### config.mk
export PLATFORM = sky130hd
export DESIGN_NAME = single_wire_sensor_frame_decoder
export DESIGN_NICKNAME = d
export VERILOG_FILES = /design/src/design/swsd_pkg.sv /design/src/design/swsd_frame.sv /design/src/design/swsd_scale.sv /design/src/design/single_wire_sensor_frame_decoder.sv
export VERILOG_INCLUDE_DIRS = /design/src /design/src/design
export SDC_FILE = /design/constraint.sdc
export NUM_CORES = 1
export LEC_CHECK = 0
export ABC_AREA = 1
export CORE_ASPECT_RATIO = 1.25
export CORE_MARGIN = 4
export CORE_UTILIZATION = 40
export CTS_CLUSTER_SIZE = 14
export DETAILED_ROUTE_END_ITERATION = 10
export DONT_BUFFER_PORTS = 1
export HOLD_SLACK_MARGIN = 0.03
export PLACE_DENSITY = 0.51
export SYNTH_ARGS = -nofsm -noshare
export SYNTH_HDL_FRONTEND = slang
export SYNTH_SLANG_ARGS = --single-unit
### constraint.sdc
create_clock -name clk_i -period 6.6 [get_ports clk_i]
set_clock_uncertainty 0.15 [all_clocks]
set_input_delay 0.33 -clock clk_i [delete_from_list [all_inputs] [get_ports clk_i]]
set_output_delay 0.33 -clock clk_i [all_outputs]
set_load 0.02 [all_outputs]
### src/design/single_wire_sensor_frame_decoder_macros.svh
// Assertion macros shared by the frame decoder modules.
// Uses clk_i and rst_ni of the module that expands them; no other dependencies.
`ifndef SINGLE_WIRE_SENSOR_FRAME_DECODER_MACROS_SVH
`define SINGLE_WIRE_SENSOR_FRAME_DECODER_MACROS_SVH

// same-cycle implication
`define SWSD_ASSERT(lbl, ante, cons, msg) \
  lbl: assert property (@(posedge clk_i) disable iff (!rst_ni) (ante) |-> (cons)) \
    else $error(msg);

// next-cycle implication
`define SWSD_ASSERT_NEXT(lbl, ante, cons, msg) \
  lbl: assert property (@(posedge clk_i) disable iff (!rst_ni) (ante) |=> (cons)) \
    else $error(msg);

`endif

### src/design/swsd_pkg.sv
// Package for the single-wire sensor frame decoder: widths, codes, defaults
// and the result request type. No dependencies.
package swsd_pkg;

  localparam int CapW       = 16;
  localparam int ThrW       = 15;
  localparam int ShiftW     = 40;
  localparam int HumW       = 13;
  localparam int TempW      = 13;
  localparam int MagW       = 15;

  localparam int FrameEntriesDef   = 43;
  localparam int SkippedEntriesDef = 2;

  localparam logic [ThrW-1:0] ThreshReset = 15'd110;
  localparam logic [CapW-1:0] ErrCapture  = 16'hFFFF;
  localparam int              SignBit     = 7;

  // x / 10 == (x * 52429) >> 19 for every x below 2^18
  localparam logic [16:0] Recip10    = 17'd52429;
  localparam int          RecipShift = 19;

  typedef enum logic [1:0] {
    StatOk       = 2'd0,
    StatChecksum = 2'd1,
    StatInvalid  = 2'd2
  } swsd_status_e;

  typedef struct packed {
    swsd_status_e     status;
    logic [15:0]      hum_word;
    logic [MagW-1:0]  mag_word;
    logic             neg;
  } swsd_req_t;

endpackage

### src/design/swsd_frame.sv
// Frame tracker: entry counter, edge-to-edge bit slicer, shift register and
// checksum. Depends on swsd_pkg and the decoder macro header.
`include "single_wire_sensor_frame_decoder_macros.svh"

module swsd_frame #(
  parameter int FRAME_ENTRIES   = swsd_pkg::FrameEntriesDef,
  parameter int SKIPPED_ENTRIES = swsd_pkg::SkippedEntriesDef
) (
  input  logic                       clk_i,
  input  logic                       rst_ni,
  input  logic                       accept_i,
  input  logic [swsd_pkg::CapW-1:0]  capture_time_i,
  input  logic                       frame_start_i,
  input  logic [swsd_pkg::ThrW-1:0]  threshold_i,
  output logic                       req_valid_o,
  output swsd_pkg::swsd_req_t        req_o
);
  import swsd_pkg::*;

  localparam int CntW = $clog2(FRAME_ENTRIES);
  localparam logic [CntW-1:0] LastIdx = CntW'(FRAME_ENTRIES - 1);

  logic [CntW-1:0]   cnt_q, cnt_d, cnt_eff;
  logic              active_q, active_d, active_eff;
  logic [CapW-1:0]   prev_q, prev_d;
  logic [ShiftW-1:0] shift_q, shift_d, shift_eff, shift_nxt;
  logic [CapW-1:0]   diff;
  logic              bit_val;
  logic              data_idx;
  logic [7:0]        b0, b1, b2, b3, b4, sum;

  assign active_eff = frame_start_i | active_q;
  assign cnt_eff    = frame_start_i ? '0 : cnt_q;
  assign shift_eff  = frame_start_i ? '0 : shift_q;

  // negative differences never count as a one
  assign diff     = capture_time_i - prev_q;
  assign bit_val  = !diff[CapW-1] && (diff[ThrW-1:0] >= threshold_i);
  assign data_idx = {{(32-CntW){1'b0}}, cnt_eff} > 32'(SKIPPED_ENTRIES);

  // shift register after this capture, when it is a data entry
  assign shift_nxt = data_idx ? {shift_eff[ShiftW-2:0], bit_val} : shift_eff;

  assign b0  = shift_nxt[39:32];
  assign b1  = shift_nxt[31:24];
  assign b2  = shift_nxt[23:16];
  assign b3  = shift_nxt[15:8];
  assign b4  = shift_nxt[7:0];
  assign sum = b0 + b1 + b2 + b3;

  always_comb begin
    cnt_d       = cnt_q;
    active_d    = active_q;
    prev_d      = prev_q;
    shift_d     = shift_q;
    req_valid_o = 1'b0;
    req_o       = '{status: StatOk, hum_word: '0, mag_word: '0, neg: 1'b0};
    if (accept_i && active_eff) begin
      active_d = 1'b1;
      cnt_d    = cnt_eff;
      shift_d  = shift_eff;
      if (capture_time_i == ErrCapture) begin
        active_d     = 1'b0;
        cnt_d        = '0;
        req_valid_o  = 1'b1;
        req_o.status = StatInvalid;
      end else begin
        shift_d = shift_nxt;
        prev_d  = capture_time_i;
        if (cnt_eff == LastIdx) begin
          active_d    = 1'b0;
          cnt_d       = '0;
          req_valid_o = 1'b1;
          if (sum != b4) begin
            req_o.status = StatChecksum;
          end else begin
            req_o.hum_word = {b0, b1};
            req_o.mag_word = {b2[SignBit-1:0], b3};
            req_o.neg      = b2[SignBit];
          end
        end else begin
          cnt_d = cnt_eff + CntW'(1);
        end
      end
    end
  end

  always_ff @(posedge clk_i or negedge rst_ni) begin
    if (!rst_ni) begin
      cnt_q    <= '0;
      active_q <= 1'b0;
      prev_q   <= '0;
      shift_q  <= '0;
    end else begin
      cnt_q    <= cnt_d;
      active_q <= active_d;
      prev_q   <= prev_d;
      shift_q  <= shift_d;
    end
  end

  `SWSD_ASSERT(a_cnt_range, 1'b1, cnt_q <= LastIdx, "entry count past frame end")
  `SWSD_ASSERT(a_idle_cnt, !active_q, cnt_q == '0, "entry count nonzero while idle")
  `SWSD_ASSERT_NEXT(a_err_ends, accept_i && active_eff && capture_time_i == ErrCapture,
    !active_q && cnt_q == '0, "error capture did not end the frame")

endmodule

### src/design/swsd_scale.sv
// Result path: pending request register, divide-by-ten by reciprocal and the
// output register. Depends on swsd_pkg and the decoder macro header.
`include "single_wire_sensor_frame_decoder_macros.svh"

module swsd_scale (
  input  logic                               clk_i,
  input  logic                               rst_ni,
  input  logic                               req_valid_i,
  input  swsd_pkg::swsd_req_t                req_i,
  output logic                               full_o,
  output logic                               out_valid_o,
  input  logic                               out_stall_i,
  output logic [swsd_pkg::HumW-1:0]          humidity_o,
  output logic signed [swsd_pkg::TempW-1:0]  temperature_o,
  output logic [1:0]                         status_o
);
  import swsd_pkg::*;

  swsd_req_t                p_q;
  logic                     p_valid_q, p_valid_d;
  logic                     o_valid_q, o_valid_d;
  logic                     p_move;
  logic [32:0]              hum_prod;
  logic [31:0]              mag_prod;
  logic [HumW-1:0]          hum_div;
  logic signed [TempW-1:0]  mag_div;
  logic [HumW-1:0]          hum_q;
  logic signed [TempW-1:0]  temp_q;
  swsd_status_e             status_q;

  assign p_move = p_valid_q && (!o_valid_q || !out_stall_i);
  assign full_o = p_valid_q && !p_move;

  assign hum_prod = 33'(p_q.hum_word) * 33'(Recip10);
  assign mag_prod = 32'(p_q.mag_word) * 32'(Recip10);
  assign hum_div  = hum_prod[RecipShift +: HumW];
  assign mag_div  = {1'b0, mag_prod[RecipShift +: TempW-1]};

  always_comb begin
    p_valid_d = p_valid_q;
    if (req_valid_i) begin
      p_valid_d = 1'b1;
    end else if (p_move) begin
      p_valid_d = 1'b0;
    end
    o_valid_d = o_valid_q;
    if (p_move) begin
      o_valid_d = 1'b1;
    end else if (o_valid_q && !out_stall_i) begin
      o_valid_d = 1'b0;
    end
  end

  always_ff @(posedge clk_i or negedge rst_ni) begin
    if (!rst_ni) begin
      p_valid_q <= 1'b0;
      o_valid_q <= 1'b0;
    end else begin
      p_valid_q <= p_valid_d;
      o_valid_q <= o_valid_d;
    end
  end

  always_ff @(posedge clk_i) begin
    if (req_valid_i) begin
      p_q <= req_i;
    end
    if (p_move) begin
      hum_q    <= hum_div;
      temp_q   <= p_q.neg ? -mag_div : mag_div;
      status_q <= p_q.status;
    end
  end

  assign out_valid_o   = o_valid_q;
  assign humidity_o    = hum_q;
  assign temperature_o = temp_q;
  assign status_o      = status_q;

  `SWSD_ASSERT_NEXT(a_p_advances, p_valid_q && !o_valid_q, o_valid_q,
    "pending result did not reach output")
  `SWSD_ASSERT(a_full_cause, full_o, p_valid_q && o_valid_q && out_stall_i,
    "input stalled without a full result path")
  `SWSD_ASSERT(a_err_zero, o_valid_q && status_q != StatOk,
    hum_q == '0 && temp_q == '0, "failed frame carries nonzero readings")

endmodule

### src/design/single_wire_sensor_frame_decoder.sv
// Top level of the single-wire sensor frame decoder.
// Depends on swsd_pkg, swsd_frame and swsd_scale.
//
//  channel  | handshake                 | payload
//  ---------+---------------------------+--------------------------------------
//  in       | in_valid_i / in_stall_o   | capture_time_i[15:0], frame_start_i
//  out      | out_valid_o / out_stall_i | humidity_o, temperature_o, status_o
//  cfg      | cfg_we_i                  | cfg_wdata_i[14:0] (bit threshold)
//
// One capture is taken every cycle unless in_stall_o is high; frame state
// updates at the accepting edge. A finished frame lands in the pending register
// at that edge and moves to the output register, divided by ten by reciprocal
// multiply, once that register is empty or its result is being taken.
// in_stall_o rises only when both the pending and output registers hold
// results and the output is stalled. Reset clears all control state and sets
// the threshold to 110; no clearing pass is needed.
module single_wire_sensor_frame_decoder #(
  parameter int FRAME_ENTRIES   = swsd_pkg::FrameEntriesDef,
  parameter int SKIPPED_ENTRIES = swsd_pkg::SkippedEntriesDef
) (
  input  logic                               clk_i,
  input  logic                               rst_ni,
  input  logic                               in_valid_i,
  output logic                               in_stall_o,
  input  logic [swsd_pkg::CapW-1:0]          capture_time_i,
  input  logic                               frame_start_i,
  output logic                               out_valid_o,
  input  logic                               out_stall_i,
  output logic [swsd_pkg::HumW-1:0]          humidity_o,
  output logic signed [swsd_pkg::TempW-1:0]  temperature_o,
  output logic [1:0]                         status_o,
  input  logic                               cfg_we_i,
  input  logic [swsd_pkg::ThrW-1:0]          cfg_wdata_i
);
  import swsd_pkg::*;

  logic [ThrW-1:0] thr_q;
  logic            accept;
  logic            req_valid;
  swsd_req_t       req;
  logic            full;

  // threshold register; the user must write it only while idle, the block does not enforce it
  always_ff @(posedge clk_i or negedge rst_ni) begin
    if (!rst_ni) begin
      thr_q <= ThreshReset;
    end else if (cfg_we_i) begin
      thr_q <= cfg_wdata_i;
    end
  end

  assign in_stall_o = full;
  assign accept     = in_valid_i && !full;

  swsd_frame #(
    .FRAME_ENTRIES  (FRAME_ENTRIES),
    .SKIPPED_ENTRIES(SKIPPED_ENTRIES)
  ) u_frame (
    .clk_i         (clk_i),
    .rst_ni        (rst_ni),
    .accept_i      (accept),
    .capture_time_i(capture_time_i),
    .frame_start_i (frame_start_i),
    .threshold_i   (thr_q),
    .req_valid_o   (req_valid),
    .req_o         (req)
  );

  swsd_scale u_scale (
    .clk_i        (clk_i),
    .rst_ni       (rst_ni),
    .req_valid_i  (req_valid),
    .req_i        (req),
    .full_o       (full),
    .out_valid_o  (out_valid_o),
    .out_stall_i  (out_stall_i),
    .humidity_o   (humidity_o),
    .temperature_o(temperature_o),
    .status_o     (status_o)
  );

endmodule

==> results.md <==
* Outcome: completed
* Pin count of the biggest net entering global routing at between 80 and 90
* Standard-cell row count at 84
* Fmax at roughly 170 MHz
* Number of library cell types mapped by synthesis at 40
* Final WL at 40,800 um
* Vias in the first global route at 13,324
* Post-Place Setup Slack at 0.561 ns
* Worst-path maximum fanout at 54
* Top cells by area in the synthesized netlist: sky130_fd_sc_hd__ha_1 (21%), sky130_fd_sc_hd__fa_1 (18%), sky130_fd_sc_hd__dfrtp_1 (11%)
* Type of element capturing the critical path: flop
* Number of enable-type register cells in the synthesized netlist at 62
* Total count of hold-check failures in the final report at 0
* Number of warnings reported in the yosys synthesis log at 0
* Static leakage power at ~11 nW
* Endpoint of the worst setup timing path: u_scale.p_q[24]$_SDFFCE_PP0P_
* Async set-reset flop share out of synthesis at 56.3%
* Weighted congestion reported at the end of routability-driven placement at about 0.91
* Clk buf depth at 2
* Worst-case register-to-register setup slack at around 0.61 ns
* Antenna violation net count after detailed routing at 0
* Crit path top cell by count: sky130_fd_sc_hd__inv_1
* Slew at the pin closest to its max-slew limit at roughly 1.0 ns
* Post-synthesis sequential area ratio at a little under a quarter
* FF+latch count, synth at roughly 140
* TritonCTS clock tree: done
* Buffers inserted by post-CTS timing repair at 0
* Setup TNS after final layout at 0 ns
* Clock insertion delay at the later pin of the skew report at 0.46 ns
* Half-perimeter wire length after placement at 34,300 um
* Launch point of the worst hold path: frame_start_i
* Synthesized-area fraction occupied by adder cells at between 30% and 40%
* Maximum VDD drop at ~0.00019 V
* H-tree depth at 4
* Number of search-and-repair iterations in the first detailed-routing pass at 6
* Final setup violation count at 0
* Number of vias in the routed layout at about 13,000
* Data arrival time of the worst path at 6.13 ns
* Floorplan die area at between 0.04 and 0.05 mm^2
* Area share of the largest cell type after synthesis at 21.1%
* Antenna Cells at 0
* Predominant post-synthesis flop cell: sky130_fd_sc_hd__dfrtp_1
* Average wire per cell in the routed design at ~15 um
* Critical path class: in -> reg
* Non-Filler Cell Area, Final at approximately 0.019 mm^2
* Overall die width at approximately 190 um
* Biggest area consumer among synthesized cells: sky130_fd_sc_hd__ha_1
* Starting Density at between 40% and 50%
* Via density at around 4.8
* Global-route wire length before repair at between 60,000 and 70,000 um
* Placed standard-cell area at between 0.015 and 0.02 mm^2
* Post-layout util at approximately 44%
* Fraction of synthesized area in multiplexers at 0.0662%
* Delay of the slowest cell on the worst path at slightly above 0.6 ns
* Max-slew headroom at the worst pin at between 20% and 30%
* Area growth from synthesis to final layout at 9.66%
* Core Region at 0.0420 mm^2
* Xor and xnor fraction of the mapped netlist area at around 2.6%
* Compound-gate portion of the synthesized area at under 10%
* Post-synthesis cell area at about 0.017 mm^2
* Antenna violations before repair at 0
* PD cells at 160 mW/mm^2
* CTS root buf: sky130_fd_sc_hd__clkbuf_16
* Final Cycle Share at ~90%
* Post-route minimum period at ~6 ns
* Chip Height at 238 um
* GRT overflow at 0
* Count of buffers from port buffering at 0
* Main combinational cell family by area after synthesis: adder cells
* Simple-gate share of the synthesized area at between 15 and 20%
* Ratio of cells with drive above 1 in the final layout at approximately 3.2%
* Avg Synthesized Cell Area at 8.26 um^2
* All-layer global routing usage at 18.6%
* Max-capacitance violation count at 0
* Endpoint of the worst-slack reg-to-reg timing path: u_scale.temperature_o[12]$_SDFFCE_PN0P_
* RSZ-0062 raised after global routing: no
* Startpoint of the worst-slack reg-to-reg timing path: u_scale.p_q[7]$_SDFFCE_PP0P_
* First element of the critical path: frame_start_i
* Total count of max-transition violations in the final report at 0
* Sink count of the clock tree at about 140
* Slowest cell on crit path: sky130_fd_sc_hd__dlygate4sd3_1
* Required time of the critical path at 6.73 ns
* Number of nets in the layout at approximately 2,600
* Class of the most critical hold timing path: in -> reg
* Reg2Reg Depth at 24
* Worst setup SP type: input pin
* Final worst setup slack at 0.599 ns
* # IOs at between 60 and 70
* DRC viols at 0
* Finished Layout Cells at around 2,700
* Total clock buffers created by CTS at 17
* Initial drt markers at slightly above 400
* Filler cells at 4,228
* Number of cells in the design after placement at 2,598
* Synthesized instance count at 2,058
* Syn nets at 2,531
* CTS clk-pin slew, worst paths at 0.07 ns
[per-stage QoR]
stage	power, mW	hold slack, ns
after global placement	2.02	-0.107
final	2.99	0.0897
after CTS	3.04	0.0364
after floorplan	1.80	-0.116
after detailed placement	2.03	-0.108
after global routing	3.22	0.0902
[report_power, final]
| group | leakage (nW) | switching [mW] | internal [mW] |
|---|---|---|---|
| registers | 1.69 | 0.0265 | 1.00 |
| logic | 8.57 | 0.628 | 0.385 |
| clock network | 0.282 | 0.416 | 0.531 |
[cell usage in the layout, fill, tap and decap left out, types with 62 or more instances in the layout]
cell / instances
sky130_fd_sc_hd__dfrtp_1: 75
sky130_fd_sc_hd__a21oi_1: 78
sky130_fd_sc_hd__fa_1: 149
sky130_fd_sc_hd__nand2_1: 389
sky130_fd_sc_hd__edfxtp_1: 62
sky130_fd_sc_hd__ha_1: 287
sky130_fd_sc_hd__inv_1: 471
sky130_fd_sc_hd__nand3_1: 62
sky130_fd_sc_hd__nor2_1: 145
sky130_fd_sc_hd__o21ai_0: 98
[state kept, by name (all words and copies together), names as in the netlist]
| name | flops |
|---|---|
| u_scale.p_q | 34 |
| u_frame.shift_q | 40 |
| u_scale.out_valid_o | 1 |
| u_frame.active_q | 1 |
| u_frame.cnt_q | 6 |
| u_scale.humidity_o | 13 |
| thr_q | 15 |
| u_frame.prev_q | 16 |
| u_scale.p_valid_q | 1 |
| u_scale.temperature_o | 13 |
| u_scale.status_o | 2 |
[cell usage after synthesis (5+ instances only)]
| library cell | number |
|---|---|
| sky130_fd_sc_hd__a21o_1 | 8 |
| sky130_fd_sc_hd__edfxtp_1 | 62 |
| sky130_fd_sc_hd__dfstp_2 | 5 |
| sky130_fd_sc_hd__o22ai_1 | 40 |
| sky130_fd_sc_hd__nor2_1 | 146 |
| sky130_fd_sc_hd__fa_1 | 149 |
| sky130_fd_sc_hd__o21bai_1 | 9 |
| sky130_fd_sc_hd__nand3b_1 | 9 |
| sky130_fd_sc_hd__buf_2 | 6 |
| sky130_fd_sc_hd__xor2_1 | 26 |
| sky130_fd_sc_hd__dfrtp_1 | 75 |
| sky130_fd_sc_hd__xnor2_1 | 25 |
| sky130_fd_sc_hd__ha_1 | 287 |
| sky130_fd_sc_hd__nor3_1 | 18 |
| sky130_fd_sc_hd__a31oi_1 | 8 |
| sky130_fd_sc_hd__a21oi_1 | 80 |
| sky130_fd_sc_hd__o21ai_2 | 6 |
| sky130_fd_sc_hd__nand4_1 | 29 |
| sky130_fd_sc_hd__inv_1 | 471 |
| sky130_fd_sc_hd__nand3_1 | 62 |
| sky130_fd_sc_hd__clkbuf_1 | 22 |
| sky130_fd_sc_hd__o21ai_0 | 99 |
| sky130_fd_sc_hd__nand2_1 | 389 |
[cell type report]
type / instances / area, um^2 / area share [%]
multi-input combinational: 1412 / 11300 / 60.4
sequential: 142 / 3870 / 20.8
inverter: 473 / 1780 / 9.53
tap: 559 / 699 / 3.75
clock buffer: 20 / 479 / 2.57
timing repair buffer: 48 / 468 / 2.51
clock inverter: 12 / 96.3 / 0.517
[how the worst min path moves through the flow]
stage | endpoint | slack [ns] | cells after the start
floorplan | thr_q[0]$_DFFE_PN0P_ | -0.12 | 0
global placement | u_frame.cnt_q[0]$_DFFE_PN0P_ | -0.11 | 0
detailed placement | u_frame.cnt_q[1]$_DFFE_PN0P_ | -0.11 | 0
CTS | u_frame.shift_q[33]$_DFFE_PN0P_ | 0.04 | 3
global route | u_frame.shift_q[7]$_DFFE_PN0P_ | 0.09 | 3
finish | u_frame.shift_q[33]$_DFFE_PN0P_ | 0.09 | 3
[worst max-delay path, delay by kind of cell]
family	cells	cell delay (ns)
AOI/OAI and AO/OA	1	0.21
xor gates and xnor gates	1	0.24
adders and majority gates	5	1.89
buffers and inverters	10	1.65
and+or+nand+nor	13	1.79
[cell families after synthesis]
kind of cell | after synthesis
AOI/OAI and AO/OA | 257
xor gates and xnor gates | 51
adders and majority gates | 436
buffers and inverters | 504
DFF | 142
muxes | 1
and+or+nand+nor | 667
[timing repair]
item,in CTS,in global routing
setup endpoints to repair,0,4
endpoints found under the hold margin,117,0
gates resized for setup,0,1
hold buffers,36,0
[per-layer routing]
metal / part of all wire [%] / GRT usage (%) / wire length (um) / up-vias
li1: - / - / - / 6609
met1: 44 / 23.5 / 18200 / 6006
met2: 51 / 33.0 / 20900 / 176
met3: 2.3 / 2.77 / 924 / 46
met4: 2.2 / 5.47 / 899 / 0
met5: 0 / 0 / 0 / -
Power figures use the tool's default switching activity.
